$ cat src/design/bccc_pkg.sv
// bccc_pkg: widths, codes, constants, item types and helper functions for the
// battery charge current controller
// no dependencies
package bccc_pkg;

   // field widths
   localparam int MV_W       = 14;
   localparam int MA_W       = 18;
   localparam int SOC_W      = 11;
   localparam int PCT_W      = 7;
   localparam int NOTE_W     = 2;
   localparam int TIME_W     = 32;
   localparam int SUM_W      = 16;
   localparam int CNT_W      = 2;
   localparam int CSR_IDX_W  = 3;
   localparam int CSR_DATA_W = 18;

   // item kinds
   localparam logic ACT_SAMPLE = 1'b0;
   localparam logic ACT_STEP   = 1'b1;

   // note codes
   localparam logic [NOTE_W-1:0] NOTE_NONE      = 2'd0;
   localparam logic [NOTE_W-1:0] NOTE_FULL      = 2'd1;
   localparam logic [NOTE_W-1:0] NOTE_HARD_STOP = 2'd2;

   // register map
   localparam logic [CSR_IDX_W-1:0] REG_LOW_CELL_BLOCK   = 3'd0;
   localparam logic [CSR_IDX_W-1:0] REG_LOW_CELL_RELEASE = 3'd1;
   localparam logic [CSR_IDX_W-1:0] REG_CELL_FULL        = 3'd2;
   localparam logic [CSR_IDX_W-1:0] REG_CHARGE_RESUME    = 3'd3;
   localparam logic [CSR_IDX_W-1:0] REG_RAMP_DOWN        = 3'd4;
   localparam logic [CSR_IDX_W-1:0] REG_HARD_STOP        = 3'd5;
   localparam logic [CSR_IDX_W-1:0] REG_CHARGE_LIMIT     = 3'd6;
   localparam logic [CSR_IDX_W-1:0] REG_DISCHARGE_LIMIT  = 3'd7;

   // register reset values
   localparam logic [MV_W-1:0] LOW_CELL_BLOCK_RST   = 14'd2900;
   localparam logic [MV_W-1:0] LOW_CELL_RELEASE_RST = 14'd3100;
   localparam logic [MV_W-1:0] CELL_FULL_RST        = 14'd3460;
   localparam logic [MV_W-1:0] CHARGE_RESUME_RST    = 14'd3350;
   localparam logic [MV_W-1:0] RAMP_DOWN_RST        = 14'd3420;
   localparam logic [MV_W-1:0] HARD_STOP_RST        = 14'd3480;
   localparam logic [MA_W-1:0] CHARGE_LIMIT_RST     = 18'd100000;
   localparam logic [MA_W-1:0] DISCHARGE_LIMIT_RST  = 18'd100000;

   // fixed control constants
   localparam logic [MV_W-1:0]   RAMP_CAP_MV      = 14'd3400;
   localparam logic [MV_W-1:0]   HOLD_RELEASE_MV  = 14'd3350;
   localparam logic [TIME_W-1:0] RAMP_PERIOD_MS   = 32'd10000;
   localparam int                HOLD_SECONDS     = 60;
   localparam logic [TIME_W-1:0] HOLD_MS          = TIME_W'(HOLD_SECONDS * 1000);
   localparam logic [MA_W-1:0]   START_CURRENT_MA = 18'd5000;

   // state of charge thresholds, per mille
   localparam logic [SOC_W-1:0] SOC_FULL_PM   = 11'd1000;
   localparam logic [SOC_W-1:0] SOC_RESUME_PM = 11'd980;
   localparam logic [SOC_W-1:0] SOC_EMPTY_PM  = 11'd100;
   localparam logic [SOC_W-1:0] SOC_TAPER1_PM = 11'd950;
   localparam logic [SOC_W-1:0] SOC_TAPER2_PM = 11'd990;
   localparam logic [SOC_W-1:0] SOC_TAPER3_PM = 11'd995;

   localparam logic [PCT_W-1:0] PCT_FULL  = 7'd100;
   localparam logic [PCT_W-1:0] PCT_EMPTY = 7'd10;

   // current levels
   localparam logic [MA_W-1:0] MA_TAPER1    = 18'd50000;
   localparam logic [MA_W-1:0] MA_TAPER2    = 18'd20000;
   localparam logic [MA_W-1:0] MA_TAPER3    = 18'd5000;
   localparam logic [MA_W-1:0] MA_STEP_DOWN = 18'd1000;
   localparam logic [MA_W-1:0] MA_INC_SMALL = 18'd1000;
   localparam logic [MA_W-1:0] MA_INC_MID   = 18'd2000;
   localparam logic [MA_W-1:0] MA_INC_LARGE = 18'd3000;
   localparam logic [MA_W-1:0] MA_SMALL_MAX = 18'd30000;

   // divide by three: floor(x * ceil(2^17 / 3) / 2^17), exact for x < 2^17
   localparam int               RECIP3_SHIFT = 17;
   localparam logic [16:0]      RECIP3       = 17'd43691;

   typedef struct packed {
      logic              action;
      logic [MV_W-1:0]   sample_min_mv;
      logic [MV_W-1:0]   sample_max_mv;
      logic [SOC_W-1:0]  charge_level_pm;
      logic              charge_switch_on;
      logic              discharge_switch_on;
      logic              is_charging;
      logic [TIME_W-1:0] now_ms;
   } req_item_type;

   typedef struct packed {
      logic [MA_W-1:0]   charge_current_ma;
      logic [MA_W-1:0]   discharge_current_ma;
      logic              full_block;
      logic              empty_block;
      logic              ramp_blocked;
      logic [SOC_W-1:0]  corrected_level_pm;
      logic              recalibrate;
      logic [PCT_W-1:0]  recalibrate_percent;
      logic [NOTE_W-1:0] note_code;
      logic [MV_W-1:0]   avg_min_mv;
      logic [MV_W-1:0]   avg_max_mv;
   } rsp_item_type;

   // current write: nonzero ignored with switch open, saturate at the limit
   function automatic logic [MA_W-1:0] current_write(input logic sw,
                                                     input logic [MA_W-1:0] cur,
                                                     input logic [MA_W:0] ma,
                                                     input logic [MA_W-1:0] lim);
      logic [MA_W-1:0] res;
      if (ma != '0 && !sw) begin
         res = cur;
      end else if (ma > {1'b0, lim}) begin
         res = lim;
      end else begin
         res = ma[MA_W-1:0];
      end
      return res;
   endfunction

   // block average of a three-sample sum, kept to 14 bits
   function automatic logic [MV_W-1:0] div3(input logic [SUM_W-1:0] sum);
      logic [SUM_W+16:0] prod;
      prod = sum * RECIP3;
      return prod[RECIP3_SHIFT +: MV_W];
   endfunction

endpackage

$ cat src/design/battery_charge_current_controller_top.sv
// battery_charge_current_controller_top: sample averaging and charge/discharge
// current limiting in one registered pass
// depends on bccc_pkg
//
// One item per clock cycle while the result side is not stalled. An accepted
// word sits in the input register while a single compare-and-select pass
// evaluates it against the controller state; the result word and the updated
// state are written at the same edge, so the next item sees this item's state
// with no bubble. An accepted word passes the input register and then the
// result register, from which the result word is offered. The result register
// decouples the two sides: a new word is taken while a finished one still
// waits, and req_stall rises only when both the input register and the result
// register are full and rsp_stall is high.
// A sample word (action 0) builds a three-sample block average of the lowest
// and highest cell voltages; the divide by three is a constant reciprocal
// multiply. A step word (action 1) runs the control rules: low-voltage
// discharge block, full block, state-of-charge recalibration, taper caps,
// timed ramp of the charge current with a hold and release delay, restart
// current and hard stop. Time differences wrap modulo 2^32. The csr port is
// always ready; registers are to be written only while no word is in flight.
module battery_charge_current_controller_top (
   input  logic                               clock,
   input  logic                               reset,
   // request channel
   input  logic                               req_valid,
   output logic                               req_stall,
   input  logic                               req_action,
   input  logic [bccc_pkg::MV_W-1:0]          req_sample_min_mv,
   input  logic [bccc_pkg::MV_W-1:0]          req_sample_max_mv,
   input  logic [bccc_pkg::SOC_W-1:0]         req_charge_level_pm,
   input  logic                               req_charge_switch_on,
   input  logic                               req_discharge_switch_on,
   input  logic                               req_is_charging,
   input  logic [bccc_pkg::TIME_W-1:0]        req_now_ms,
   // response channel
   output logic                               rsp_valid,
   input  logic                               rsp_stall,
   output logic [bccc_pkg::MA_W-1:0]          rsp_charge_current_ma,
   output logic [bccc_pkg::MA_W-1:0]          rsp_discharge_current_ma,
   output logic                               rsp_full_block,
   output logic                               rsp_empty_block,
   output logic                               rsp_ramp_blocked,
   output logic [bccc_pkg::SOC_W-1:0]         rsp_corrected_level_pm,
   output logic                               rsp_recalibrate,
   output logic [bccc_pkg::PCT_W-1:0]         rsp_recalibrate_percent,
   output logic [bccc_pkg::NOTE_W-1:0]        rsp_note_code,
   output logic [bccc_pkg::MV_W-1:0]          rsp_avg_min_mv,
   output logic [bccc_pkg::MV_W-1:0]          rsp_avg_max_mv,
   // register write channel
   input  logic                               csr_valid,
   output logic                               csr_ready,
   input  logic [bccc_pkg::CSR_IDX_W-1:0]     csr_index,
   input  logic [bccc_pkg::CSR_DATA_W-1:0]    csr_data
);

   // ---------------------------------------------------------------
   // configuration registers
   // ---------------------------------------------------------------
   logic [bccc_pkg::MV_W-1:0] low_cell_block_ff;
   logic [bccc_pkg::MV_W-1:0] low_cell_release_ff;
   logic [bccc_pkg::MV_W-1:0] cell_full_ff;
   logic [bccc_pkg::MV_W-1:0] charge_resume_ff;
   logic [bccc_pkg::MV_W-1:0] ramp_down_ff;
   logic [bccc_pkg::MV_W-1:0] hard_stop_ff;
   logic [bccc_pkg::MA_W-1:0] charge_limit_ff;
   logic [bccc_pkg::MA_W-1:0] discharge_limit_ff;

   assign csr_ready = 1'b1;

   always_ff @(posedge clock) begin
      if (reset) begin
         low_cell_block_ff   <= bccc_pkg::LOW_CELL_BLOCK_RST;
         low_cell_release_ff <= bccc_pkg::LOW_CELL_RELEASE_RST;
         cell_full_ff        <= bccc_pkg::CELL_FULL_RST;
         charge_resume_ff    <= bccc_pkg::CHARGE_RESUME_RST;
         ramp_down_ff        <= bccc_pkg::RAMP_DOWN_RST;
         hard_stop_ff        <= bccc_pkg::HARD_STOP_RST;
         charge_limit_ff     <= bccc_pkg::CHARGE_LIMIT_RST;
         discharge_limit_ff  <= bccc_pkg::DISCHARGE_LIMIT_RST;
      end else if (csr_valid && csr_ready) begin
         unique case (csr_index)
            bccc_pkg::REG_LOW_CELL_BLOCK:   low_cell_block_ff   <= csr_data[bccc_pkg::MV_W-1:0];
            bccc_pkg::REG_LOW_CELL_RELEASE: low_cell_release_ff <= csr_data[bccc_pkg::MV_W-1:0];
            bccc_pkg::REG_CELL_FULL:        cell_full_ff        <= csr_data[bccc_pkg::MV_W-1:0];
            bccc_pkg::REG_CHARGE_RESUME:    charge_resume_ff    <= csr_data[bccc_pkg::MV_W-1:0];
            bccc_pkg::REG_RAMP_DOWN:        ramp_down_ff        <= csr_data[bccc_pkg::MV_W-1:0];
            bccc_pkg::REG_HARD_STOP:        hard_stop_ff        <= csr_data[bccc_pkg::MV_W-1:0];
            bccc_pkg::REG_CHARGE_LIMIT:     charge_limit_ff     <= csr_data[bccc_pkg::MA_W-1:0];
            bccc_pkg::REG_DISCHARGE_LIMIT:  discharge_limit_ff  <= csr_data[bccc_pkg::MA_W-1:0];
         endcase
      end
   end

   // ---------------------------------------------------------------
   // handshake: input register, result register
   // ---------------------------------------------------------------
   logic                   in_valid_ff;
   logic                   in_valid_in;
   bccc_pkg::req_item_type in_item_ff;
   logic                   rsp_valid_ff;
   logic                   rsp_valid_in;
   bccc_pkg::rsp_item_type rsp_item_ff;
   bccc_pkg::rsp_item_type rsp_item_in;
   logic                   out_free;
   logic                   req_accept;
   logic                   work;

   // result slot can take a word this cycle
   assign out_free   = !rsp_valid_ff || !rsp_stall;
   // input register holds its word only while the result slot is blocked
   assign req_stall  = in_valid_ff && !out_free;
   assign req_accept = req_valid && !req_stall;
   // the word in the input register is evaluated and retired this cycle
   assign work       = in_valid_ff && out_free;

   always_comb begin
      in_valid_in = in_valid_ff;
      if (!req_stall) begin
         in_valid_in = req_valid;
      end
      rsp_valid_in = rsp_valid_ff;
      if (out_free) begin
         rsp_valid_in = in_valid_ff;
      end
   end

   always_ff @(posedge clock) begin
      if (reset) begin
         in_valid_ff  <= 1'b0;
         rsp_valid_ff <= 1'b0;
      end else begin
         in_valid_ff  <= in_valid_in;
         rsp_valid_ff <= rsp_valid_in;
      end
   end

   always_ff @(posedge clock) begin
      if (req_accept) begin
         in_item_ff.action              <= req_action;
         in_item_ff.sample_min_mv       <= req_sample_min_mv;
         in_item_ff.sample_max_mv       <= req_sample_max_mv;
         in_item_ff.charge_level_pm     <= req_charge_level_pm;
         in_item_ff.charge_switch_on    <= req_charge_switch_on;
         in_item_ff.discharge_switch_on <= req_discharge_switch_on;
         in_item_ff.is_charging         <= req_is_charging;
         in_item_ff.now_ms              <= req_now_ms;
      end
      if (work) begin
         rsp_item_ff <= rsp_item_in;
      end
   end

   // ---------------------------------------------------------------
   // controller state
   // ---------------------------------------------------------------
   logic [bccc_pkg::SUM_W-1:0]  min_sum_ff,           min_sum_in;
   logic [bccc_pkg::SUM_W-1:0]  max_sum_ff,           max_sum_in;
   logic [bccc_pkg::CNT_W-1:0]  sample_count_ff,      sample_count_in;
   logic [bccc_pkg::MV_W-1:0]   min_average_ff,       min_average_in;
   logic [bccc_pkg::MV_W-1:0]   max_average_ff,       max_average_in;
   logic                        low_block_ff,         low_block_in;
   logic                        full_block_ff,        full_block_in;
   logic                        hold_ff,              hold_in;
   logic                        hold_from_level_ff,   hold_from_level_in;
   logic [bccc_pkg::TIME_W-1:0] last_ramp_time_ff,    last_ramp_time_in;
   logic [bccc_pkg::TIME_W-1:0] last_high_time_ff,    last_high_time_in;
   logic [bccc_pkg::MA_W-1:0]   charge_setting_ff,    charge_setting_in;
   logic [bccc_pkg::MA_W-1:0]   discharge_setting_ff, discharge_setting_in;

   // wrapping time since the last ramp step and the last high-voltage sighting
   logic [bccc_pkg::TIME_W-1:0] ramp_age;
   logic [bccc_pkg::TIME_W-1:0] high_age;

   assign ramp_age = in_item_ff.now_ms - last_ramp_time_ff;
   assign high_age = in_item_ff.now_ms - last_high_time_ff;

   // working values of the single pass
   logic [bccc_pkg::SOC_W-1:0]  soc;
   logic                        recal;
   logic [bccc_pkg::PCT_W-1:0]  pct;
   logic [bccc_pkg::NOTE_W-1:0] note;
   logic [bccc_pkg::MA_W-1:0]   inc;
   logic                        csw;

   always_comb begin
      min_sum_in           = min_sum_ff;
      max_sum_in           = max_sum_ff;
      sample_count_in      = sample_count_ff;
      min_average_in       = min_average_ff;
      max_average_in       = max_average_ff;
      low_block_in         = low_block_ff;
      full_block_in        = full_block_ff;
      hold_in              = hold_ff;
      hold_from_level_in   = hold_from_level_ff;
      last_ramp_time_in    = last_ramp_time_ff;
      last_high_time_in    = last_high_time_ff;
      charge_setting_in    = charge_setting_ff;
      discharge_setting_in = discharge_setting_ff;
      soc                  = in_item_ff.charge_level_pm;
      recal                = 1'b0;
      pct                  = '0;
      note                 = bccc_pkg::NOTE_NONE;
      inc                  = bccc_pkg::MA_INC_SMALL;
      csw                  = in_item_ff.charge_switch_on;

      if (in_item_ff.action == bccc_pkg::ACT_SAMPLE) begin
         // three-sample block average, restart after the third
         if (sample_count_ff != 2'd3) begin
            sample_count_in = sample_count_ff + 2'd1;
            min_sum_in      = min_sum_ff + bccc_pkg::SUM_W'(in_item_ff.sample_min_mv);
            max_sum_in      = max_sum_ff + bccc_pkg::SUM_W'(in_item_ff.sample_max_mv);
         end else begin
            sample_count_in = 2'd1;
            min_sum_in      = bccc_pkg::SUM_W'(in_item_ff.sample_min_mv);
            max_sum_in      = bccc_pkg::SUM_W'(in_item_ff.sample_max_mv);
         end
         if (sample_count_in == 2'd3) begin
            min_average_in = bccc_pkg::div3(min_sum_in);
            max_average_in = bccc_pkg::div3(max_sum_in);
         end
         // no average yet: follow the live sample
         if (min_average_in == '0) begin
            min_average_in = in_item_ff.sample_min_mv;
         end
         if (max_average_in == '0) begin
            max_average_in = in_item_ff.sample_max_mv;
         end
      end else begin
         // discharge side
         if (min_average_ff < low_cell_block_ff) begin
            low_block_in = 1'b1;
            if (soc > bccc_pkg::SOC_EMPTY_PM) begin
               soc   = bccc_pkg::SOC_EMPTY_PM;
               recal = 1'b1;
               pct   = bccc_pkg::PCT_EMPTY;
            end
         end
         if (min_average_ff > low_cell_release_ff) begin
            low_block_in = 1'b0;
         end
         if (!low_block_in) begin
            discharge_setting_in = bccc_pkg::current_write(in_item_ff.discharge_switch_on,
               discharge_setting_ff, {1'b0, discharge_limit_ff}, discharge_limit_ff);
         end

         // full block with hysteresis
         if (max_average_ff > cell_full_ff || soc > bccc_pkg::SOC_FULL_PM) begin
            full_block_in = 1'b1;
            soc           = bccc_pkg::SOC_FULL_PM;
            recal         = 1'b1;
            pct           = bccc_pkg::PCT_FULL;
         end
         if (max_average_ff < charge_resume_ff || soc < bccc_pkg::SOC_RESUME_PM) begin
            full_block_in = 1'b0;
         end

         if (full_block_in) begin
            charge_setting_in = '0;
            note              = bccc_pkg::NOTE_FULL;
         end else if (in_item_ff.is_charging) begin
            // taper caps by state of charge
            if (soc > bccc_pkg::SOC_TAPER1_PM && charge_setting_in > bccc_pkg::MA_TAPER1) begin
               charge_setting_in  = bccc_pkg::current_write(csw, charge_setting_in,
                  {1'b0, bccc_pkg::MA_TAPER1}, charge_limit_ff);
               hold_in            = 1'b1;
               hold_from_level_in = 1'b1;
            end
            if (soc > bccc_pkg::SOC_TAPER2_PM && charge_setting_in > bccc_pkg::MA_TAPER2) begin
               charge_setting_in  = bccc_pkg::current_write(csw, charge_setting_in,
                  {1'b0, bccc_pkg::MA_TAPER2}, charge_limit_ff);
               hold_in            = 1'b1;
               hold_from_level_in = 1'b1;
            end
            if (soc > bccc_pkg::SOC_TAPER3_PM && charge_setting_in > bccc_pkg::MA_TAPER3) begin
               charge_setting_in  = bccc_pkg::current_write(csw, charge_setting_in,
                  {1'b0, bccc_pkg::MA_TAPER3}, charge_limit_ff);
               hold_in            = 1'b1;
               hold_from_level_in = 1'b1;
            end

            // timed ramp
            if (ramp_age > bccc_pkg::RAMP_PERIOD_MS) begin
               last_ramp_time_in = in_item_ff.now_ms;
               if (max_average_ff > bccc_pkg::RAMP_CAP_MV
                   && charge_setting_in > bccc_pkg::MA_TAPER2) begin
                  charge_setting_in = bccc_pkg::current_write(csw, charge_setting_in,
                     {1'b0, bccc_pkg::MA_TAPER2}, charge_limit_ff);
                  hold_in           = 1'b1;
               end
               if (max_average_ff > ramp_down_ff) begin
                  hold_in = 1'b1;
                  if (charge_setting_in > bccc_pkg::MA_TAPER3) begin
                     charge_setting_in = bccc_pkg::current_write(csw, charge_setting_in,
                        {1'b0, charge_setting_in - bccc_pkg::MA_STEP_DOWN}, charge_limit_ff);
                  end
               end
               if (charge_setting_in < charge_limit_ff && !hold_in && csw
                   && in_item_ff.discharge_switch_on) begin
                  // larger steps at higher currents
                  priority if (charge_setting_in <= bccc_pkg::MA_SMALL_MAX) begin
                     inc = bccc_pkg::MA_INC_SMALL;
                  end else if (charge_setting_in <= bccc_pkg::MA_TAPER1) begin
                     inc = bccc_pkg::MA_INC_MID;
                  end else begin
                     inc = bccc_pkg::MA_INC_LARGE;
                  end
                  charge_setting_in = bccc_pkg::current_write(csw, charge_setting_in,
                     {1'b0, charge_setting_in} + {1'b0, inc}, charge_limit_ff);
               end
            end

            // hold release after the pack stays below the release level
            if (max_average_ff < bccc_pkg::HOLD_RELEASE_MV) begin
               if (hold_in && high_age > bccc_pkg::HOLD_MS && !hold_from_level_in) begin
                  hold_in = 1'b0;
               end
            end else begin
               last_high_time_in  = in_item_ff.now_ms;
               hold_from_level_in = 1'b0;
            end
         end

         // restart current after a full charge
         if (charge_setting_in == '0 && max_average_ff < charge_resume_ff && !full_block_in) begin
            charge_setting_in = bccc_pkg::current_write(csw, charge_setting_in,
               {1'b0, bccc_pkg::START_CURRENT_MA}, charge_limit_ff);
         end

         // hard stop overrides the charge current and the note code
         if (max_average_ff > hard_stop_ff) begin
            charge_setting_in = '0;
            note              = bccc_pkg::NOTE_HARD_STOP;
         end
      end

      rsp_item_in.charge_current_ma    = charge_setting_in;
      rsp_item_in.discharge_current_ma = discharge_setting_in;
      rsp_item_in.full_block           = full_block_in;
      rsp_item_in.empty_block          = low_block_in;
      rsp_item_in.ramp_blocked         = hold_in;
      rsp_item_in.corrected_level_pm   = soc;
      rsp_item_in.recalibrate          = recal;
      rsp_item_in.recalibrate_percent  = pct;
      rsp_item_in.note_code            = note;
      rsp_item_in.avg_min_mv           = min_average_in;
      rsp_item_in.avg_max_mv           = max_average_in;
   end

   always_ff @(posedge clock) begin
      if (reset) begin
         min_sum_ff           <= '0;
         max_sum_ff           <= '0;
         sample_count_ff      <= '0;
         min_average_ff       <= '0;
         max_average_ff       <= '0;
         low_block_ff         <= 1'b0;
         full_block_ff        <= 1'b0;
         hold_ff              <= 1'b0;
         hold_from_level_ff   <= 1'b0;
         last_ramp_time_ff    <= '0;
         last_high_time_ff    <= '0;
         charge_setting_ff    <= '0;
         discharge_setting_ff <= '0;
      end else if (work) begin
         min_sum_ff           <= min_sum_in;
         max_sum_ff           <= max_sum_in;
         sample_count_ff      <= sample_count_in;
         min_average_ff       <= min_average_in;
         max_average_ff       <= max_average_in;
         low_block_ff         <= low_block_in;
         full_block_ff        <= full_block_in;
         hold_ff              <= hold_in;
         hold_from_level_ff   <= hold_from_level_in;
         last_ramp_time_ff    <= last_ramp_time_in;
         last_high_time_ff    <= last_high_time_in;
         charge_setting_ff    <= charge_setting_in;
         discharge_setting_ff <= discharge_setting_in;
      end
   end

   // ---------------------------------------------------------------
   // result ports
   // ---------------------------------------------------------------
   assign rsp_valid                = rsp_valid_ff;
   assign rsp_charge_current_ma    = rsp_item_ff.charge_current_ma;
   assign rsp_discharge_current_ma = rsp_item_ff.discharge_current_ma;
   assign rsp_full_block           = rsp_item_ff.full_block;
   assign rsp_empty_block          = rsp_item_ff.empty_block;
   assign rsp_ramp_blocked         = rsp_item_ff.ramp_blocked;
   assign rsp_corrected_level_pm   = rsp_item_ff.corrected_level_pm;
   assign rsp_recalibrate          = rsp_item_ff.recalibrate;
   assign rsp_recalibrate_percent  = rsp_item_ff.recalibrate_percent;
   assign rsp_note_code            = rsp_item_ff.note_code;
   assign rsp_avg_min_mv           = rsp_item_ff.avg_min_mv;
   assign rsp_avg_max_mv           = rsp_item_ff.avg_max_mv;

   // ---------------------------------------------------------------
   // assertions
   // ---------------------------------------------------------------
`ifndef ASSERT_OFF
   // hard stop always leaves zero charge current
   a_hard_stop_zero: assert property (@(posedge clock) disable iff (reset)
      rsp_valid_ff && rsp_item_ff.note_code == bccc_pkg::NOTE_HARD_STOP
      |-> rsp_item_ff.charge_current_ma == '0)
      else $error("hard stop with nonzero charge current");

   // an active full block never coexists with charge current
   a_full_block_zero: assert property (@(posedge clock) disable iff (reset)
      rsp_valid_ff && rsp_item_ff.full_block |-> rsp_item_ff.charge_current_ma == '0)
      else $error("full block with nonzero charge current");

   // a percent is reported only with a recalibration
   a_pct_needs_recal: assert property (@(posedge clock) disable iff (reset)
      rsp_valid_ff && !rsp_item_ff.recalibrate |-> rsp_item_ff.recalibrate_percent == '0)
      else $error("recalibration percent without recalibration");

   // a stalled result word keeps the input word waiting in place
   a_stall_holds_input: assert property (@(posedge clock) disable iff (reset)
      req_stall |=> in_valid_ff && $stable(in_item_ff))
      else $error("input word lost while stalled");
`endif

endmodule

$ cat config.mk
export PLATFORM = sky130hd
export DESIGN_NAME = battery_charge_current_controller_top
export DESIGN_NICKNAME = d
export VERILOG_FILES = /design/src/design/bccc_pkg.sv /design/src/design/battery_charge_current_controller_top.sv
export SDC_FILE = /design/constraint.sdc
export NUM_CORES = 2
export LEC_CHECK = 0
export BUFFER_PORTS_ARGS = -buffer_cell sky130_fd_sc_hd__buf_2
export CAP_MARGIN = 20
export CORE_MARGIN = 3
export CORE_UTILIZATION = 35
export DETAILED_ROUTE_END_ITERATION = 6
export SYNTH_ARGS = -nofsm -noshare
export SYNTH_HDL_FRONTEND = slang
export SYNTH_SLANG_ARGS = --single-unit
$ cat constraint.sdc
create_clock -name clock -period 19.2 [get_ports clock]
set_input_delay 0.96 -clock clock [delete_from_list [all_inputs] [get_ports clock]]
set_output_delay 0.96 -clock clock [all_outputs]
set_load 0.02 [all_outputs]
==> key figures <==
Floorplanning
  • I/O pins: approximately 190
  • Core Box Area: between 100000 and 150000 µm²
  • Starting Density: 35.3%
  • Die area: approximately 110000 µm²
  • DIE HEIGHT: about 340 µm
  • Die extent in x: roughly 340 µm
  • # rows: 120

Logic synthesis
  • Yosys cell types: 103
  • Async S/R FF share, synth: 0%
  • Register area share after synthesis: between 20% and 30%
  • YS warnings: 0
  • Gate Count Post-Synth: ~4500
  • Yosys reg bits: roughly 450
  • Most used DFF post-synth: dfxtp_1
  • Post-synth EDFFs: approximately 160
  • Mean Syn Cell Area: approximately 8.5 µm²
  • Mapped Area: roughly 38000 µm²

Clocking
  • H-tree levels: 2
  • Worst skew pair latency: around 0.69 ns
  • Post-CTS Resized: 0
  • Setup bufs post-CTS: 0
  • Clock Sinks: approximately 450
  • Clock Path Buffers: 3
  • Total CTS buffers: 56
  • CTS Hold Bufs: 0
  • Clock root cell: clkbuf_16
  • CTS tree: built
  • Clk slew on worst S/H paths: around 0.07 ns

Global route
  • Pin count of the biggest net entering global routing: 88
  • Vias in the first global route: 32500
  • Initial antenna violation count: 4
  • Grt ovf: 0
  • First-pass GRT wire length: between 200000 and 250000 µm
  • Overall global routing resource usage: between 20% and 30%

Power and ir drop
  • Pleak: 18.6 nW
  • Pwr dens: around 160 nW/µm²
  • Max VDD drop: about 0.3 mV

Routing
  • Detailed Route Iter0 Violations: around 3000
  • WL final: 135000 µm
  • Iteration count of the initial detailed-routing pass: 6
  • Final ANT Viol Nets: 0
  • DRC viols: 0
  • Avg WL per Cell: 22.3 µm
  • Via count: 33400
  • Via density: ~5.5

Worst setup path
  • Worst path slowest cell: a2111oi_0
  • CP max FO: 13
  • R2R Setup Slk: approximately 1.8 ns
  • CP max stage delay: 0.70 ns
  • Crit start category: register
  • WS Path Type: register to register
  • Critical path data required time: approximately 20 ns
  • Worst path arrival time: ~18 ns
  • Critical Path End Type: register

Final layout
  • Design area: roughly 43000 µm²
  • Non-Filler Instances: approximately 6000
  • Fill cell count: between 10000 and 15000
  • P&R area growth vs syn: 12.3%
  • Final nets: roughly 5400
  • Number of antenna diodes: 0
  • Layout cells sized above 1: between 10% and 20%

Placement
  • DP HPWL: between 100000 and 150000 µm
  • Placed Cells: just under 6000
  • I/O Buffers: between 150 and 200
  • RD Place Congestion: roughly 1.0
  • Worst slack, placed: roughly 2.2 ns
  • Placed instance area: between 40000 and 50000 µm²

STA
  • Fmax: between 50 and 60 MHz
  • Max Slew Vio Count: 0
  • Min setup slack post-route: approximately 1.8 ns
  • TNS Setup: 0 ns
  • Final setup vio count: 0
  • Worst-margin pin slew: roughly 1.1 ns
  • Slew headroom: roughly 26%
  • Final Hold Fails: 0
  • Max Clock Skew: around 0.053 ns
  • Fin crit share: around nine tenths
  • RSZ-0062 raised after global routing: no
  • Clock period minus worst slack: between 15 and 20 ns

Worst hold path
  • Hold Crit Class: input pin to register

Outcome
  • Status: finished clean

Job
  • Max-Cap Viols: 0
[sequential cells by signal, summed over array words and instances (netlist names), 16 cells and up]
register	count
charge_limit_ff	18
charge_setting_ff	18
discharge_limit_ff	18
discharge_setting_ff	18
in_item_ff	74
last_high_time_ff	32
last_ramp_time_ff	32
max_sum_ff	16
min_sum_ff	16
rsp_charge_current_ma	18
rsp_discharge_current_ma	18
[cells in the mapped netlist (39+ instances only)]
cell type	instances	area share (%)
a21oi_1	355	4.7
xnor2_1	76	1.8
dfxtp_1	288	15
clkbuf_1	153	1.5
o211ai_1	45	0.89
a21o_1	85	1.7
nor2_1	338	3.3
o21a_1	45	0.89
nand3_1	67	0.88
inv_1	548	5.4
ha_1	479	16
mux2_2	69	2.0
a31oi_1	39	0.64
nand2b_1	39	0.64
mux2i_1	46	1.2
a211oi_1	70	1.4
nand2_1	541	5.4
o21ai_0	166	2.2
nor3_1	103	1.4
edfxtp_1	158	13
fa_1	167	8.8
[final timing paths]
path / start / end / depth (start not counted)
worst min register to register: last_high_time_ff[14] / last_high_time_ff[14] / 2
worst min-delay path: req_sample_min_mv[0] / in_item_ff[60] / 1
worst max-delay path: min_average_ff[9] / rsp_charge_current_ma[3] / 67
worst max register to register: min_average_ff[9] / rsp_charge_current_ma[3] / 67
[per-stage QoR]
stage	hold WS [ns]	power, mW	utilization (%)
3_3_place_gp	0.441	5.72	37.9
2_1_floorplan	0.436	4.51	-
4_1_cts	0.407	6.95	39.7
3_5_place_dp	0.447	5.75	37.9
6_report	0.440	6.88	39.7
5_1_grt	0.412	7.62	39.7
[cell usage in the layout, fill, tap and decap left out, drive strengths merged, types with 103 or more instances in the layout]
cell type / n
inv: 557
buf: 285
fa: 167
nand2: 541
edfxtp: 158
o21ai: 179
nor2: 341
ha: 479
a21oi: 357
dfxtp: 288
nor3: 103
[cells by family after synthesis]
family,synth area share (%)
AO/OA/AOI/OAI,18.7
XOR/XNOR,2.52
adder cells (fa/ha/maj),24.6
buffers and inverters,7.57
flip-flops,27.7
multiplexers,3.33
other,0.0198
AND/OR/NAND/NOR,15.6
[critical path, delay by kind of cell (launching register included)]
family	cells	cell delay (ns)
muxes	6	1.60
and+or+nand+nor	14	4.00
xor gates and xnor gates	2	0.33
AOI/OAI and AO/OA	34	7.99
adders and majority gates	5	1.59
buffers and inverters	6	1.12
DFF	1	0.43
[cell type report]
class	instances	area (µm²)	area share (%)
multi-input cells	3264	24600	57.8
flip-flops and latches	446	10500	24.7
clock inverters	33	405	0.951
clock buffers	72	1530	3.59
repair buffers	287	1710	4.00
inverters	552	2070	4.87
well taps	1403	1760	4.12
[layer usage]
metal  track usage, %  vias up  routed length [µm]
met4             8.61        2                5460
met2             37.7     1271               60300
met5                0        -                  20
met3             4.35      307                9930
li1                 -    15800                   -
met1             32.1    16000               59600
[power breakdown]
group	switching (mW)	internal, mW
logic	2.73	1.95
registers	0.0469	1.04
clock network	0.461	0.650
total	3.24	3.64
No activity file was read; power rests on OpenSTA's default activity.
